File: src/rtl/rdpd_pkg.sv
package rdpd_pkg;

    // Frame and region geometry
    localparam int FRAME_WIDTH  = 352;
    localparam int FRAME_HEIGHT = 288;
    localparam int MAX_SIDE     = 63;

    localparam int COORD_W = 9;
    localparam int SIDE_W  = 6;
    localparam int COLOR_W = 8;
    localparam int COUNT_W = 12;
    localparam int AREA_W  = 2 * SIDE_W;
    localparam int PROD_W  = COUNT_W + 3;
    localparam int CFG_W   = COORD_W;
    localparam int CFG_IDX_W = 3;

    localparam logic [COUNT_W-1:0] COUNT_MAX = {COUNT_W{1'b1}};
    localparam logic [COLOR_W-1:0] RED_MIN   = COLOR_W'(50);
    localparam logic [COLOR_W-1:0] GB_LIMIT  = COLOR_W'(100);

    // Queue between front and back
    localparam int QUEUE_DEPTH = 4;
    localparam int QPTR_W      = $clog2(QUEUE_DEPTH);
    localparam int QCNT_W      = $clog2(QUEUE_DEPTH + 1);

    // Register indexes
    localparam logic [CFG_IDX_W-1:0] REG_A_X = 3'd0;
    localparam logic [CFG_IDX_W-1:0] REG_A_Y = 3'd1;
    localparam logic [CFG_IDX_W-1:0] REG_A_W = 3'd2;
    localparam logic [CFG_IDX_W-1:0] REG_A_H = 3'd3;
    localparam logic [CFG_IDX_W-1:0] REG_B_X = 3'd4;
    localparam logic [CFG_IDX_W-1:0] REG_B_Y = 3'd5;
    localparam logic [CFG_IDX_W-1:0] REG_B_W = 3'd6;
    localparam logic [CFG_IDX_W-1:0] REG_B_H = 3'd7;

    // Reset values
    localparam logic [COORD_W-1:0] RST_A_X = COORD_W'(270);
    localparam logic [COORD_W-1:0] RST_A_Y = COORD_W'(200);
    localparam logic [SIDE_W-1:0]  RST_A_W = SIDE_W'(15);
    localparam logic [SIDE_W-1:0]  RST_A_H = SIDE_W'(15);
    localparam logic [COORD_W-1:0] RST_B_X = COORD_W'(250);
    localparam logic [COORD_W-1:0] RST_B_Y = COORD_W'(255);
    localparam logic [SIDE_W-1:0]  RST_B_W = SIDE_W'(15);
    localparam logic [SIDE_W-1:0]  RST_B_H = SIDE_W'(15);

    typedef struct packed {
        logic [COORD_W-1:0] pix_x;
        logic [COORD_W-1:0] pix_y;
        logic [COLOR_W-1:0] red;
        logic [COLOR_W-1:0] green;
        logic [COLOR_W-1:0] blue;
        logic               frame_end;
    } pixel_t;

    typedef struct packed {
        logic hit;
        logic hit_index;
        logic meter_tick;
    } result_t;

    typedef struct packed {
        logic [COORD_W-1:0] x;
        logic [COORD_W-1:0] y;
        logic [SIDE_W-1:0]  w;
        logic [SIDE_W-1:0]  h;
    } region_cfg_t;

    typedef struct packed {
        region_cfg_t a;
        region_cfg_t b;
    } cfg_t;

    // Classified pixel passed from front to back
    typedef struct packed {
        logic inc_a;
        logic inc_b;
        logic frame_end;
    } token_t;

    function automatic logic [SIDE_W-1:0] clamp_side(input logic [SIDE_W-1:0] s);
        logic [SIDE_W-1:0] r;
        r = s;
        if (32'(s) > MAX_SIDE)
        begin
            r = SIDE_W'(MAX_SIDE);
        end
        return r;
    endfunction

    function automatic logic in_region(input logic [COORD_W-1:0] px,
                                       input logic [COORD_W-1:0] py,
                                       input region_cfg_t rg);
        logic [COORD_W:0] x_end;
        logic [COORD_W:0] y_end;
        x_end = {1'b0, rg.x} + (COORD_W+1)'(clamp_side(rg.w));
        y_end = {1'b0, rg.y} + (COORD_W+1)'(clamp_side(rg.h));
        return (px >= rg.x) && ({1'b0, px} < x_end) &&
               (py >= rg.y) && ({1'b0, py} < y_end);
    endfunction

endpackage

File: src/rtl/region_dark_pixel_hit_detector_unit.sv
// Channel   Direction  Handshake            Payload
// in        input      in_valid / in_stall  rdpd_pkg::pixel_t  (one pixel per request)
// out       output     out_valid/out_stall  rdpd_pkg::result_t (one per frame-end pixel)
// cfg       input      cfg_we               cfg_index, cfg_wdata (8 region registers)
//
// One pixel request is taken every cycle while the queue has room; the front classifies
// it and drops a three-bit token into a four-entry queue, the back drains one token a
// cycle unless a stalled result holds it. A frame-end result passes the queue and the
// output register. Reset (rst_n, async low) clears counters, last-hit memory, queue and
// output valid, and loads the default regions. A stalled result holds the back only on
// the next frame-end token; in_stall rises only when the queue is full.
module region_dark_pixel_hit_detector_unit (
    input  logic                           clk,
    input  logic                           rst_n,
    input  logic                           cfg_we,
    input  logic [rdpd_pkg::CFG_IDX_W-1:0] cfg_index,
    input  logic [rdpd_pkg::CFG_W-1:0]     cfg_wdata,
    input  logic                           in_valid,
    output logic                           in_stall,
    input  rdpd_pkg::pixel_t               in_data,
    output logic                           out_valid,
    input  logic                           out_stall,
    output rdpd_pkg::result_t              out_data
);

    logic             q_full;
    logic             q_empty;
    logic             push;
    logic             pop;
    rdpd_pkg::token_t push_tok;
    rdpd_pkg::token_t head;
    rdpd_pkg::cfg_t   cfg;

    // Stall the pixel stream only when the token queue has no room
    assign in_stall = q_full;

    rdpd_front u_front (
        .clk       (clk),
        .rst_n     (rst_n),
        .cfg_we    (cfg_we),
        .cfg_index (cfg_index),
        .cfg_wdata (cfg_wdata),
        .in_valid  (in_valid),
        .in_data   (in_data),
        .q_full    (q_full),
        .push      (push),
        .push_tok  (push_tok),
        .cfg       (cfg)
    );

    rdpd_queue u_queue (
        .clk      (clk),
        .rst_n    (rst_n),
        .push     (push),
        .push_tok (push_tok),
        .pop      (pop),
        .full     (q_full),
        .empty    (q_empty),
        .head     (head)
    );

    // Back end: count dark pixels, judge the regions at frame end, hold the result
    rdpd_back u_back (
        .clk       (clk),
        .rst_n     (rst_n),
        .cfg       (cfg),
        .q_empty   (q_empty),
        .head      (head),
        .pop       (pop),
        .out_valid (out_valid),
        .out_stall (out_stall),
        .out_data  (out_data)
    );

endmodule

File: src/rtl/rdpd_front.sv
module rdpd_front (
    input  logic                               clk,
    input  logic                               rst_n,
    input  logic                               cfg_we,
    input  logic [rdpd_pkg::CFG_IDX_W-1:0]     cfg_index,
    input  logic [rdpd_pkg::CFG_W-1:0]         cfg_wdata,
    input  logic                               in_valid,
    input  rdpd_pkg::pixel_t                   in_data,
    input  logic                               q_full,
    output logic                               push,
    output rdpd_pkg::token_t                   push_tok,
    output rdpd_pkg::cfg_t                     cfg
);

    rdpd_pkg::cfg_t cfg_reg;
    rdpd_pkg::cfg_t cfg_next;
    logic on_frame;
    logic dark;

    always_comb
    begin
        cfg_next = cfg_reg;
        if (cfg_we)
        begin
            case (cfg_index)
                rdpd_pkg::REG_A_X: cfg_next.a.x = cfg_wdata;
                rdpd_pkg::REG_A_Y: cfg_next.a.y = cfg_wdata;
                rdpd_pkg::REG_A_W: cfg_next.a.w = cfg_wdata[rdpd_pkg::SIDE_W-1:0];
                rdpd_pkg::REG_A_H: cfg_next.a.h = cfg_wdata[rdpd_pkg::SIDE_W-1:0];
                rdpd_pkg::REG_B_X: cfg_next.b.x = cfg_wdata;
                rdpd_pkg::REG_B_Y: cfg_next.b.y = cfg_wdata;
                rdpd_pkg::REG_B_W: cfg_next.b.w = cfg_wdata[rdpd_pkg::SIDE_W-1:0];
                rdpd_pkg::REG_B_H: cfg_next.b.h = cfg_wdata[rdpd_pkg::SIDE_W-1:0];
                default: cfg_next = cfg_reg;
            endcase
        end
    end

    always_ff @(posedge clk or negedge rst_n)
    begin
        if (!rst_n)
        begin
            cfg_reg.a.x <= rdpd_pkg::RST_A_X;
            cfg_reg.a.y <= rdpd_pkg::RST_A_Y;
            cfg_reg.a.w <= rdpd_pkg::RST_A_W;
            cfg_reg.a.h <= rdpd_pkg::RST_A_H;
            cfg_reg.b.x <= rdpd_pkg::RST_B_X;
            cfg_reg.b.y <= rdpd_pkg::RST_B_Y;
            cfg_reg.b.w <= rdpd_pkg::RST_B_W;
            cfg_reg.b.h <= rdpd_pkg::RST_B_H;
        end
        else
        begin
            cfg_reg <= cfg_next;
        end
    end

    // Classify the pixel: on the frame, dark, and which regions hold it
    assign on_frame = (32'(in_data.pix_x) < rdpd_pkg::FRAME_WIDTH) &&
                      (32'(in_data.pix_y) < rdpd_pkg::FRAME_HEIGHT);
    assign dark = (in_data.red > rdpd_pkg::RED_MIN) &&
                  (in_data.green < rdpd_pkg::GB_LIMIT) &&
                  (in_data.blue < rdpd_pkg::GB_LIMIT);

    assign push = in_valid && !q_full;
    assign push_tok.inc_a = on_frame && dark &&
                            rdpd_pkg::in_region(in_data.pix_x, in_data.pix_y, cfg_reg.a);
    assign push_tok.inc_b = on_frame && dark &&
                            rdpd_pkg::in_region(in_data.pix_x, in_data.pix_y, cfg_reg.b);
    assign push_tok.frame_end = in_data.frame_end;
    assign cfg = cfg_reg;

endmodule

File: src/rtl/rdpd_queue.sv
module rdpd_queue (
    input  logic             clk,
    input  logic             rst_n,
    input  logic             push,
    input  rdpd_pkg::token_t push_tok,
    input  logic             pop,
    output logic             full,
    output logic             empty,
    output rdpd_pkg::token_t head
);

    rdpd_pkg::token_t mem_reg [rdpd_pkg::QUEUE_DEPTH];
    logic [rdpd_pkg::QPTR_W-1:0] wr_ptr_reg, wr_ptr_next;
    logic [rdpd_pkg::QPTR_W-1:0] rd_ptr_reg, rd_ptr_next;
    logic [rdpd_pkg::QCNT_W-1:0] count_reg, count_next;

    assign full  = (count_reg == rdpd_pkg::QCNT_W'(rdpd_pkg::QUEUE_DEPTH));
    assign empty = (count_reg == '0);
    assign head  = mem_reg[rd_ptr_reg];

    always_comb
    begin
        wr_ptr_next = wr_ptr_reg;
        rd_ptr_next = rd_ptr_reg;
        count_next  = count_reg;
        if (push)
        begin
            wr_ptr_next = rdpd_pkg::QPTR_W'((32'(wr_ptr_reg) + 1) % rdpd_pkg::QUEUE_DEPTH);
        end
        if (pop)
        begin
            rd_ptr_next = rdpd_pkg::QPTR_W'((32'(rd_ptr_reg) + 1) % rdpd_pkg::QUEUE_DEPTH);
        end
        if (push && !pop)
        begin
            count_next = count_reg + 1'b1;
        end
        else if (pop && !push)
        begin
            count_next = count_reg - 1'b1;
        end
    end

    always_ff @(posedge clk or negedge rst_n)
    begin
        if (!rst_n)
        begin
            wr_ptr_reg <= '0;
            rd_ptr_reg <= '0;
            count_reg  <= '0;
        end
        else
        begin
            wr_ptr_reg <= wr_ptr_next;
            rd_ptr_reg <= rd_ptr_next;
            count_reg  <= count_next;
        end
    end

    always_ff @(posedge clk)
    begin
        if (push)
        begin
            mem_reg[wr_ptr_reg] <= push_tok;
        end
    end

`ifndef SYNTH
    a_no_push_full: assert property (@(posedge clk) disable iff (!rst_n)
        push |-> !full)
        else $error("queue push while full");
    a_no_pop_empty: assert property (@(posedge clk) disable iff (!rst_n)
        pop |-> !empty)
        else $error("queue pop while empty");
    a_count_bound: assert property (@(posedge clk) disable iff (!rst_n)
        32'(count_reg) <= rdpd_pkg::QUEUE_DEPTH)
        else $error("queue count out of range");
`endif

endmodule

File: src/rtl/rdpd_back.sv
module rdpd_back (
    input  logic             clk,
    input  logic             rst_n,
    input  rdpd_pkg::cfg_t   cfg,
    input  logic             q_empty,
    input  rdpd_pkg::token_t head,
    output logic             pop,
    output logic             out_valid,
    input  logic             out_stall,
    output rdpd_pkg::result_t out_data
);

    logic [rdpd_pkg::COUNT_W-1:0] cnt_a_reg, cnt_a_next, cnt_a_inc;
    logic [rdpd_pkg::COUNT_W-1:0] cnt_b_reg, cnt_b_next, cnt_b_inc;
    logic [rdpd_pkg::AREA_W-1:0]  area_a_reg, area_b_reg;
    logic [rdpd_pkg::AREA_W-1:0]  area_a_next, area_b_next;
    logic last_valid_reg, last_valid_next;
    logic last_index_reg, last_index_next;
    logic out_valid_reg, out_valid_next;
    rdpd_pkg::result_t out_data_reg, out_data_next;
    logic out_free;
    logic pass_a, pass_b;
    rdpd_pkg::result_t res;

    // Areas track cfg; user keeps configuration static while work is pending (unchecked)
    assign area_a_next = rdpd_pkg::AREA_W'(rdpd_pkg::clamp_side(cfg.a.w)) *
                         rdpd_pkg::AREA_W'(rdpd_pkg::clamp_side(cfg.a.h));
    assign area_b_next = rdpd_pkg::AREA_W'(rdpd_pkg::clamp_side(cfg.b.w)) *
                         rdpd_pkg::AREA_W'(rdpd_pkg::clamp_side(cfg.b.h));

    assign out_free = !out_valid_reg || !out_stall;
    assign pop = !q_empty && (!head.frame_end || out_free);

    // Saturating count including the current pixel
    assign cnt_a_inc = (head.inc_a && cnt_a_reg != rdpd_pkg::COUNT_MAX) ?
                       cnt_a_reg + 1'b1 : cnt_a_reg;
    assign cnt_b_inc = (head.inc_b && cnt_b_reg != rdpd_pkg::COUNT_MAX) ?
                       cnt_b_reg + 1'b1 : cnt_b_reg;

    // 5*count > 4*area
    assign pass_a = ({cnt_a_inc, 2'b00} + rdpd_pkg::PROD_W'(cnt_a_inc)) >
                    rdpd_pkg::PROD_W'({area_a_reg, 2'b00});
    assign pass_b = ({cnt_b_inc, 2'b00} + rdpd_pkg::PROD_W'(cnt_b_inc)) >
                    rdpd_pkg::PROD_W'({area_b_reg, 2'b00});

    always_comb
    begin
        res.hit        = pass_a || pass_b;
        res.hit_index  = !pass_a && pass_b;
        res.meter_tick = res.hit && (!last_valid_reg || last_index_reg != res.hit_index);
    end

    always_comb
    begin
        cnt_a_next      = cnt_a_reg;
        cnt_b_next      = cnt_b_reg;
        last_valid_next = last_valid_reg;
        last_index_next = last_index_reg;
        out_valid_next  = out_valid_reg && out_stall;
        out_data_next   = out_data_reg;
        if (pop)
        begin
            if (head.frame_end)
            begin
                cnt_a_next     = '0;
                cnt_b_next     = '0;
                out_valid_next = 1'b1;
                out_data_next  = res;
                if (res.meter_tick)
                begin
                    last_valid_next = 1'b1;
                    last_index_next = res.hit_index;
                end
            end
            else
            begin
                cnt_a_next = cnt_a_inc;
                cnt_b_next = cnt_b_inc;
            end
        end
    end

    always_ff @(posedge clk or negedge rst_n)
    begin
        if (!rst_n)
        begin
            cnt_a_reg      <= '0;
            cnt_b_reg      <= '0;
            last_valid_reg <= 1'b0;
            last_index_reg <= 1'b0;
            out_valid_reg  <= 1'b0;
        end
        else
        begin
            cnt_a_reg      <= cnt_a_next;
            cnt_b_reg      <= cnt_b_next;
            last_valid_reg <= last_valid_next;
            last_index_reg <= last_index_next;
            out_valid_reg  <= out_valid_next;
        end
    end

    always_ff @(posedge clk)
    begin
        area_a_reg   <= area_a_next;
        area_b_reg   <= area_b_next;
        out_data_reg <= out_data_next;
    end

    assign out_valid = out_valid_reg;
    assign out_data  = out_data_reg;

`ifndef SYNTH
    a_tick_needs_hit: assert property (@(posedge clk) disable iff (!rst_n)
        out_valid_reg |-> (out_data_reg.hit || (!out_data_reg.meter_tick &&
                                                !out_data_reg.hit_index)))
        else $error("tick or index without hit");
    a_clear_at_end: assert property (@(posedge clk) disable iff (!rst_n)
        (pop && head.frame_end) |=> (cnt_a_reg == '0 && cnt_b_reg == '0))
        else $error("counters not cleared at frame end");
    a_no_overwrite: assert property (@(posedge clk) disable iff (!rst_n)
        (pop && head.frame_end) |-> out_free)
        else $error("result overwritten while stalled");
    a_tick_sets_last: assert property (@(posedge clk) disable iff (!rst_n)
        (pop && head.frame_end && res.meter_tick) |=>
            (last_valid_reg && last_index_reg == out_data_reg.hit_index))
        else $error("last hit not recorded");
`endif

endmodule
File: config.mk
export PLATFORM = sky130hd
export DESIGN_NAME = region_dark_pixel_hit_detector_unit
export DESIGN_NICKNAME = d
export VERILOG_FILES = /design/src/rtl/rdpd_pkg.sv /design/src/rtl/region_dark_pixel_hit_detector_unit.sv /design/src/rtl/rdpd_front.sv /design/src/rtl/rdpd_queue.sv /design/src/rtl/rdpd_back.sv
export SDC_FILE = /design/constraint.sdc
export NUM_CORES = 1
export LEC_CHECK = 0
export BUFFER_PORTS_ARGS = -buffer_cell sky130_fd_sc_hd__buf_2
export CORE_MARGIN = 2
export CORE_UTILIZATION = 37
export CTS_BUF_LIST = sky130_fd_sc_hd__clkbuf_16
export CTS_CLUSTER_DIAMETER = 120
export DETAILED_ROUTE_END_ITERATION = 8
export PLACE_DENSITY = 0.54
export SLEW_MARGIN = 15
export SYNTH_ARGS = -nofsm -noshare
export SYNTH_HDL_FRONTEND = slang
export SYNTH_HIERARCHICAL = 1
export SYNTH_SLANG_ARGS = --single-unit
export TNS_END_PERCENT = 50
File: constraint.sdc
create_clock -name clk -period 6.73 [get_ports clk]
set_clock_uncertainty 0.05 [all_clocks]
set_input_delay 0 -clock clk [delete_from_list [all_inputs] [get_ports clk]]
set_output_delay 0 -clock clk [all_outputs]
set_load 0.01 [all_outputs]
==> results of run 1 <==
==> report_power, final <==
group,internal [mW],switching (mW)
clock network,0.585,0.378
registers,1.07,0.193
logic,1.02,1.23
==> worst min-delay path: stages <==
cell           delay [ns]
dlygate4sd3_1        0.52
buf_4                0.15
buf_12               0.19
==> metrics by stage <==
| step | total power, mW | instances | hold slack [ns] |
|---|---|---|---|
| after detailed placement | 3.536 | 1697 | -0.1005 |
| after global placement | 3.481 | 1697 | -0.1021 |
| after floorplan | 3.004 | 1252 | -0.3456 |
| after CTS | 4.545 | 1743 | 0.03397 |
| final | 4.478 | 1743 | 0.04907 |
| after global routing | 4.941 | 1743 | 0.06424 |
==> cell families (layout without fill, tap and decap cells) <==
| kind of cell | count (synthesis) | in the layout |
|---|---|---|
| and+or+nand+nor | 332 | 332 |
| adders and majority gates | 224 | 224 |
| muxes | 49 | 49 |
| xor gates and xnor gates | 79 | 79 |
| buffers and inverters | 172 | 261 |
| DFF | 133 | 133 |
| AOI/OAI and AO/OA | 263 | 263 |
==> worst max path at each step <==
stage                                                  from  slack (ns)                           end
after global placement      u_back/cnt_a_reg[0]$_DFFE_PN0P_        1.26  u_back/out_data[0]$_DFFE_PP_
after detailed placement  u_queue/rd_ptr_reg[0]$_DFFE_PN0P_        1.19  u_back/out_data[0]$_DFFE_PP_
after CTS                 u_queue/rd_ptr_reg[0]$_DFFE_PN0P_        1.14  u_back/out_data[0]$_DFFE_PP_
after global routing      u_queue/rd_ptr_reg[0]$_DFFE_PN0P_        0.57  u_back/out_data[0]$_DFFE_PP_
after floorplan             u_back/cnt_a_reg[1]$_DFFE_PN0P_        1.90  u_back/out_data[0]$_DFFE_PP_
final                       u_back/cnt_a_reg[0]$_DFFE_PN0P_        1.17  u_back/out_data[0]$_DFFE_PP_
==> layout make-up <==
type                       count  area, um^2
fill                        3075       18200
multi-input combinational    947        7787
clock inverter                15       178.9
clock buffer                  17       425.4
timing repair buffer          78       483.0
tap                          402       503.0
inverter                     151       566.8
sequential                   133        3329
==> cells in the mapped netlist, types with 4 or more instances <==
cell type,n,area [um^2]
a2111oi_0,6,52.55
a211oi_1,9,67.56
a21o_1,18,135.1
a21oi_1,69,345.3
a22o_1,7,61.31
a31oi_1,4,25.02
and2_1,43,269.0
and3_1,6,37.54
and4_1,4,35.03
buf_2,4,20.02
buf_4,5,37.54
clkbuf_1,10,37.54
dfrtp_1,57,1426
dfstp_2,37,972.2
dfxtp_1,24,480.5
edfxtp_1,15,450.4
fa_1,41,820.8
ha_1,183,2290
inv_1,151,566.8
mux2_2,38,427.9
mux2i_1,8,80.08
nand2_1,124,465.5
nand2b_1,18,112.6
nand3_1,24,120.1
nand4_1,10,62.56
nor2_1,41,153.9
nor2b_1,16,100.1
nor3_1,19,95.09
nor4_1,5,31.28
o211ai_1,4,30.03
o21a_1,17,127.6
o21ai_0,62,310.3
o21ai_1,15,75.07
o21bai_1,11,82.58
o22ai_1,4,25.02
o31ai_1,4,30.03
or2_2,4,25.02
xnor2_1,54,473.0
xor2_1,25,219.0
==> what timing repair did <==
item / 4_1_cts / 5_1_grt
buffers inserted: 0 / 0
hold buffers: 14 / 0
endpoints found under the hold margin: 87 / 0
==> layer usage <==
| metal | track usage [%] | wire (um) | up-vias |
|---|---|---|---|
| met2 | 27.94 | 12360 | 127 |
| met3 | 2.514 | 714 | 14 |
| li1 | - | - | 4509 |
| met1 | 21.69 | 12580 | 4162 |
| met4 | 3.161 | 206 | 0 |
| met5 | 0 | 0 | - |
==> out/results.tsv, run 1 <==
stage	metric	value	unit
run	maxCapViolations	0	
die	fp.dieH	182.6	um
clock_network	cts_sinks	133	
die	rows	65	
routing	vias_per_cell	5.056	
synthesis	synth_top_family_by_area	adder cells	
setup_path	cpMostUsedCell	a21oi_1	
clock_network	clock_tree.buffer_depth	2	
clock_network	clock_latency	0.42	ns
final_layout	drive_above_1_share	14.77	%
final_layout	final_common_cell	ha_1	
synthesis	async_flop_share	70.68	%
routing	drt_first_pass_iters	5	
place	place_area	12520	um^2
timing	finalCritPeriodShare	82.65	%
setup_path	end_kind	flop	
timing	drv_slew	0	
setup_path	cpPeakStageDelay	0.47	ns
global_route	grt_pass1_wl	43820	um
final_layout	final_cell_mix	ha_1, inv_1, nand2_1, a21oi_1, o21ai_0	
timing	fmax	179.8	MHz
global_route	grt_max_degree	68	
synthesis	syn-instance-count	1252	
synthesis	synthXorXnorAreaFrac	5.863	%
clock_network	root_buffer	clkbuf_16	
clock_network	htree_levels	4	
synthesis	syn_nets	1536	
status	status	finished clean	
timing	rsz0062_at_grt	no	
clock_network	cts_resized	0	
final_layout	diodes	0	
place	dpl_worst_slack	1.190	ns
global_route	grt_pass1_vias	8799	
setup_path	critPathMaxFanout	9	
timing	final.min_clock_period	5.562	ns
routing	routedWlPerCell	14.83	um
setup_path	r2r_end	u_back/out_data[0]$_DFFE_PP_	
synthesis	ys_warn_count	6	
power	powerDensity	337.4	nW/um^2
place	hpwlAfterDp	20340	um
die	pin_count	65	
timing	setup_ws	1.168	ns
synthesis	synthFlopType	dfrtp_1	
synthesis	synthMuxAreaShare	4.877	%
place	io_buffers	60	
routing	initialDrtViolationCount	422	
timing	setup_viol	0	
final_layout	layout.nets	1612	
setup_path	arrival	5.67	ns
worst_hold_path	min_path_type	in2async	
setup_path	r2r_slack	1.17	ns
place	place.gp.congestion	0.8009	
global_route	antenna_found_initial	0	
setup_path	cp_top_family	compound AO/OA/AOI/OAI gates	
die	die_x	182.6	um
setup_path	cp.required	6.84	ns
setup_path	crit_slowest_cell	dfrtp_1	
power	peakVddDrop	0.2122	mV
final_layout	area_growth	12.48	%
die	dieArea	33340	um^2
synthesis	synth-edff-count	15	
setup_path	path_class	reg2reg	
synthesis	synthSimpleGateAreaFrac	14.22	%
clock_network	clk_pin_slew	0.06	ns
synthesis	synth_seq_cells	133	
timing	tightest_slew	0.8662	ns
synthesis	synthAdderAreaFrac	26.36	%
clock_network	cts_tree	built	
synthesis	synth_compound_area_share	14.67	%
final_layout	fin_area	13270	um^2
setup_path	critPathLaunchType	flop	
routing	drc_errors	0	
clock_network	cts_buffers	17	
power	p_leak	6.276	nW
global_route	gr-total-overflow	0	
die	start_util	37.50	%
setup_path	cp.depth	23	
timing	maxSlewHeadroom	42.26	%
setup_path	reg2regPathDepth	23	
synthesis	netlist_area	11800	um^2
synthesis	ys_types	75	
die	core_area	31470	um^2
synthesis	syn_avg_cell_area	9.426	um^2
setup_path	path_buf_inv	1	
timing	finalSetupTns	0	ns
routing	num_vias	8812	
routing	drt-total-wl	25860	um
global_route	grt_use_total	16.25	%
routing	ant_nets	0	
synthesis	synth-seq-area-share	28.21	%
final_layout	largest_register_ffs	60	
setup_path	r2r_start	u_back/cnt_a_reg[0]$_DFFE_PN0P_	
timing	final_hold_viol_count	0	
setup_path	cp_cell_sequence	ha_1, and3_4, and3_4, a31oi_4, nand4_1, xor2_1, inv_1, ha_1, a21o_1, a21oi_1, o21bai_1, nand3_1, a21oi_1, o31ai_1, a21oi_1, xor2_1, ha_1, a2111oi_0, nand3_1, o22ai_1, o32ai_2, a311oi_2, a21oi_1	
final_layout	utilization	42.17	%
Power figures use the tool's default switching activity.
==> run 2: changes to the inputs <==
Clock period 6.73 ns to 5.15 ns, I/O delays scaled along.
==> run 2 against run 1 <==
Utilization up 1.9 points. First-iteration DRC count down 7.6%. Via count rose by 2.3%. Largest power group unchanged. Highest routed layer unchanged.
==> out/results.tsv, run 2 (synthesis gave the netlist of run 1 again) <==
stage	metric	value	unit
routing	ant_nets	0	
timing	tightest_slew	0.8433	ns
power	comb_power_share	51.5	%
global_route	use_met2	29.10	%
global_route	grt_pass1_vias	9061	
timing	rsz0062_at_grt	yes	
place	place_area	12850	um^2
timing	fmax	201.1	MHz
routing	num_vias	9017	
clock_network	htree_levels	4	
clock_network	cts_buffers	17	
setup_path	cp.required	5.27	ns
power	p_switching	2.440	mW
routing	vias_per_cell	5.040	
routing	initialDrtViolationCount	390	
setup_path	r2r_slack	0.18	ns
final_layout	largest_register_ffs	60	
clock_network	clock_tree.buffer_depth	2	
final_layout	final_common_cell	ha_1	
die	pin_count	65	
clock_network	cts_tree	built	
clock_network	clock_latency	0.43	ns
power	powerDensity	436.4	nW/um^2
setup_path	arrival	5.09	ns
global_route	grt_use_met3	3.013	%
timing	finalCritPeriodShare	96.54	%
global_route	grt_use_total	16.81	%
setup_path	path_class	reg2reg	
routing	routedWlPerCell	15.04	um
setup_path	cpPeakStageDelay	0.55	ns
timing	drv_slew	0	
global_route	grt_pass1_wl	45080	um
die	rows	65	
timing	finalSetupTns	0	ns
routing	drt-total-wl	26910	um
final_layout	layout.nets	1658	
clock_network	clk_pin_slew	0.07	ns
place	hpwlAfterDp	20870	um
final_layout	drive_above_1_share	20.62	%
global_route	antenna_found_initial	0	
power	sw_frac_of_total	40.29	%
setup_path	cp_cell_sequence	buf_6, mux4_2, inv_2, a31oi_4, buf_4, xor2_1, ha_1, inv_1, fa_2, nor2b_1, o21a_1, o21a_1, a221o_1, a311oi_2, o21ai_1, xnor2_1, ha_2, nand4_1, a2111oi_4, o32ai_4, buf_6, xnor2_2, a21oi_1	
routing	drt_first_pass_iters	7	
clock_network	cts_sinks	133	
timing	final.min_clock_period	4.972	ns
power	peakVddDrop	0.2832	mV
final_layout	diodes	0	
global_route	grtUsageMet1	21.85	%
setup_path	critPathLaunchType	flop	
status	status	finished clean	
timing	maxSlewHeadroom	43.35	%
die	core_area	31470	um^2
routing	drc_errors	0	
clock_network	root_buffer	clkbuf_16	
global_route	grt_max_degree	62	
final_layout	final_cell_mix	ha_1, inv_1, nand2_1, a21oi_1	
die	start_util	37.50	%
power	internal_power	3.615	mW
setup_path	end_kind	flop	
place	io_buffers	60	
die	die_x	182.6	um
timing	setup_viol	0	
global_route	gr-total-overflow	0	
die	fp.dieH	182.6	um
final_layout	area_growth	17.58	%
setup_path	crit_slowest_cell	mux4_2	
global_route	busiest_layer	met2	
run	maxCapViolations	0	
setup_path	critPathMaxFanout	5	
die	dieArea	33340	um^2
place	place.gp.congestion	0.8178	
timing	final_hold_viol_count	0	
power	pwr-share-clk	21.5	%
power	p_leak	6.569	nW
worst_hold_path	min_path_type	in2async	
final_layout	fin_area	13880	um^2
power	seq_power_share	26.9	%
[run 2: cell count changes in the layout (fill, tap and decap cells not counted), moves of 4 or more]
| cell | change |
|---|---|
| buf_4 | +44 |
| xnor2_2 | +5 |
| a21oi_2 | +7 |
| a21oi_1 | -7 |
| ha_1 | -4 |
| nor2_1 | -4 |
| xnor2_1 | -5 |
[run 2: final timing paths]
kind	startpoint	to	depth (start not counted)
setup / recovery	u_queue/rd_ptr_reg[0]$_DFFE_PN0P_	u_back/out_data[0]$_DFFE_PP_	23
hold / removal	rst_n	u_back/cnt_a_reg[11]$_DFFE_PN0P_	2
setup reg to reg	u_queue/rd_ptr_reg[0]$_DFFE_PN0P_	u_back/out_data[0]$_DFFE_PP_	23
hold reg to reg	u_back/last_valid_reg$_DFFE_PN0P_	u_back/last_valid_reg$_DFFE_PN0P_	1
max in group asynchronous	rst_n	u_front/cfg[55]$_DFFE_PN0P_	3
min in group clk	in_valid	u_queue/wr_ptr_reg[0]$_DFFE_PN0P_	3
[run 2: per-stage QoR]
| step | hold WS (ns) | util (%) | power, mW | std cells | setup slack, ns |
|---|---|---|---|---|---|
| finish | 0.01464 | 44.09 | 6.055 | 1789 | 0.1781 |
| global route | 0.03884 | 44.09 | 6.676 | 1789 | -0.1253 |
| CTS | 0.01828 | 43.20 | 6.039 | 1786 | 0.01101 |
| detailed placement | -0.05469 | 40.83 | 4.679 | 1741 | 0.0007829 |
| global placement | -0.05690 | 40.83 | 4.631 | 1741 | 0.07063 |
| floorplan | -0.3456 | - | 3.926 | 1252 | 0.3237 |
[run 2: layout make-up]
cell class | instances | area (um^2)
repair buffers | 124 | 827.0
clock buffers | 17 | 425.4
multi-input cells | 947 | 8030
fillers | 3047 | 17600
clock inverters | 15 | 192.7
flip-flops and latches | 133 | 3331
well taps | 402 | 503.0
inverters | 151 | 566.8
[run 2: power by group through the flow]
stage	clock network, mW	logic (mW)	registers, mW
CTS	1.34	3.06	1.64
finish	1.30	3.12	1.63
global placement	0	2.98	1.65
detailed placement	0	3.02	1.66
global route	1.38	3.62	1.67
floorplan	0	2.35	1.58
[run 2: critical path, delay by kind of cell (launching register included)]
family,cells,cell delay (ns)
AO/OA/AOI/OAI,9,1.78
adder cells (fa/ha/maj),3,0.74
buffers and inverters,5,0.61
multiplexers,1,0.55
flip-flops,1,0.40
XOR/XNOR,3,0.40
AND/OR/NAND/NOR,2,0.17
[run 2: repair_timing]
item                                    in CTS  in global routing
pin swaps                                    1                 33
gates resized for setup                      0                 56
endpoints found under the setup margin       2                  5
setup buffers                                0                  4
hold buffers                                13                  0
hold endpoints to repair                    95                  0
[run 2: layer usage]
metal	part of all wire, %	wire length (um)
met1	48	12940
met2	48	12950
met3	2.7	722
met4	1.1	300
met5	0	0
==> run 3: changes to the inputs <==
Settings changed: CORE_UTILIZATION 37 to 45, PLACE_DENSITY 0.54 to 0.63.
==> run 3 against run 2 <==
Sequential share of layout area up 0.25 points. Clock power down 14%. Sequential power about the same. Combinational power about the same. First-iteration DRC count up 24%. Wire length up 1.6%. Utilization up 8.9 points. Flip-flop and latch count unchanged. Die area down 17%. Final cell count down 3.5%. Via count up 1.8%. Critical path type unchanged.
==> out/results.tsv, run 3 (synthesis gave the netlist of run 1 again) <==
stage	metric	value	unit
power	p_leak	6.571	nW
timing	setup_viol	0	
clock_network	cts_buffers	17	
global_route	antenna_found_initial	1	
clock_network	cts_tree	built	
run	maxCapViolations	0	
die	fp.dieH	165.9	um
setup_path	critPathMaxFanout	4	
timing	fmax	200.5	MHz
clock_network	htree_levels	4	
global_route	grt_max_degree	52	
clock_network	clock_latency	0.42	ns
power	sw_frac_of_total	40.98	%
timing	rsz0062_at_grt	yes	
routing	vias_per_cell	5.313	
clock_network	cts_sinks	133	
final_layout	fill_cells	2388	
routing	routedWlPerCell	15.83	um
power	comb_power_share	52.9	%
setup_path	arrival	5.10	ns
global_route	grt_pass1_vias	9219	
die	core_area	25910	um^2
global_route	gr-total-overflow	0	
routing	drt-total-wl	27340	um
die	start_util	45.55	%
power	pwr-share-clk	19.1	%
power	peakVddDrop	0.3581	mV
global_route	grt_pass1_wl	45280	um
routing	drt_first_pass_iters	5	
power	p_switching	2.402	mW
timing	maxSlewHeadroom	32.04	%
status	status	finished clean	
die	pin_count	65	
final_layout	final_cell_mix	ha_1, inv_1, nand2_1, a21oi_1, o21ai_0	
global_route	grt_use_total	19.98	%
timing	tightest_slew	1.014	ns
place	hpwlAfterDp	20600	um
final_layout	fin_cells	1727	
die	dieArea	27540	um^2
setup_path	critPathLaunchType	flop	
clock_network	clock_tree.buffer_depth	2	
final_layout	largest_register_ffs	60	
final_layout	utilization	53.00	%
power	powerDensity	426.8	nW/um^2
clock_network	root_buffer	clkbuf_16	
final_layout	area_growth	16.37	%
worst_hold_path	min_path_type	in2reg	
final_layout	final_common_cell	ha_1	
routing	num_vias	9176	
die	rows	59	
power	internal_power	3.459	mW
timing	final.min_clock_period	4.987	ns
setup_path	path_class	reg2reg	
die	die_x	165.9	um
place	placed_cells	1666	
place	io_buffers	60	
timing	finalCritPeriodShare	96.83	%
power	seq_power_share	28.0	%
routing	drc_errors	0	
place	place.gp.congestion	0.8389	
final_layout	drive_above_1_share	20.92	%
setup_path	end_kind	flop	
setup_path	cp.required	5.26	ns
routing	ant_nets	0	
clock_network	clk_pin_slew	0.06	ns
final_layout	layout.nets	1662	
routing	initialDrtViolationCount	485	
timing	drv_slew	0	
timing	final_hold_viol_count	0	
## run 3: cell types whose count changed in the layout (fill, tap and decap cells not counted), moves of 3 or more
cell | before | now
inv_4 | 0 | 3
buf_6 | 3 | 0
buf_4 | 49 | 56
o21ai_1 | 18 | 15
inv_6 | 5 | 1
bufinv_16 | 3 | 0
clkinv_2 | 0 | 4
## run 3: what timing repair did
item | 4_1_cts | 5_1_grt
hold buffers | 13 | 0
setup endpoints to repair | 4 | 5
pin swaps | 2 | 33
buffers inserted | 1 | 14
resized for setup | 3 | 55
endpoints found under the hold margin | 94 | 0
## run 3: path summary, 6_finish.rpt
check / start / end / slack [ns] / cells after the start
worst max-delay path: u_queue/rd_ptr_reg[0]$_DFFE_PN0P_ / u_back/out_data[0]$_DFFE_PP_ / 0.16 / 23
worst min-delay path: cfg_index[1] / u_front/cfg[48]$_DFFE_PN1P_ / 0.04 / 4
worst max register to register: u_queue/rd_ptr_reg[0]$_DFFE_PN0P_ / u_back/out_data[0]$_DFFE_PP_ / 0.16 / 23
worst min register to register: u_back/last_valid_reg$_DFFE_PN0P_ / u_back/last_valid_reg$_DFFE_PN0P_ / 0.44 / 1
max in group asynchronous: rst_n / u_front/cfg[40]$_DFFE_PN0P_ / 3.82 / 3
min in group asynchronous: rst_n / u_back/cnt_b_reg[9]$_DFFE_PN0P_ / 0.11 / 2
## run 3: worst max-delay path: stages (launching register included)
cell	delay (ns)
dfrtp_2	0.40
mux4_2	0.57
and2_4	0.22
nand2_4	0.09
xnor2_2	0.12
ha_2	0.19
inv_1	0.05
fa_2	0.34
nor2b_2	0.12
o21a_1	0.18
o21ai_2	0.07
o31ai_2	0.34
a21o_1	0.17
a21oi_1	0.07
xnor2_1	0.13
ha_1	0.33
a21o_1	0.18
a2111oi_2	0.30
nor2_1	0.08
nor3_1	0.19
a21oi_1	0.06
buf_4	0.16
a311oi_4	0.23
a21oi_1	0.07
## run 3: per-layer routing
layer	routed length, um	vias to the layer above	track usage, %	share of wire (%)
met4	429	0	4.423	1.6
met3	672	30	3.289	2.5
met2	13550	137	34.96	50
met1	12690	4402	25.99	46
li1	-	4607	-	-
met5	0	-	0	0
## run 3: area by class of cell
type / count / area (um^2) / area share, %
antenna: 1 / 2.502 / 0.01822
clock buffer: 18 / 450.4 / 3.280
clock inverter: 14 / 83.83 / 0.6104
inverter: 151 / 566.8 / 4.127
multi-input combinational: 947 / 8034 / 58.50
sequential: 133 / 3331 / 24.25
tap: 335 / 419.2 / 3.052
timing repair buffer: 128 / 845.8 / 6.159
## run 3: power by group through the flow
stage / sequential, mW / clock [mW] / combinational (mW)
2_1_floorplan: 1.58 / 0 / 2.35
3_3_place_gp: 1.65 / 0 / 2.95
3_5_place_dp: 1.66 / 0 / 3.03
4_1_cts: 1.64 / 1.13 / 3.09
5_1_grt: 1.68 / 1.19 / 3.57
6_report: 1.64 / 1.12 / 3.10
## run 3: metrics by stage
| stage | worst slack (ns) | cell area, um^2 | hold WS (ns) | TNS, ns | power (mW) |
|---|---|---|---|---|---|
| after global placement | 0.07974 | 12710 | 0.03933 | 0 | 4.605 |
| final | 0.1635 | 13730 | 0.04304 | 0 | 5.862 |
| after global routing | -0.1088 | 13730 | 0.04353 | -0.2966 | 6.444 |
| after CTS | 0.003830 | 13390 | 0.02385 | 0 | 5.869 |
| after floorplan | 0.3237 | 11800 | -0.3456 | 0 | 3.926 |
| after detailed placement | -0.09961 | 12710 | 0.04842 | -0.2264 | 4.693 |
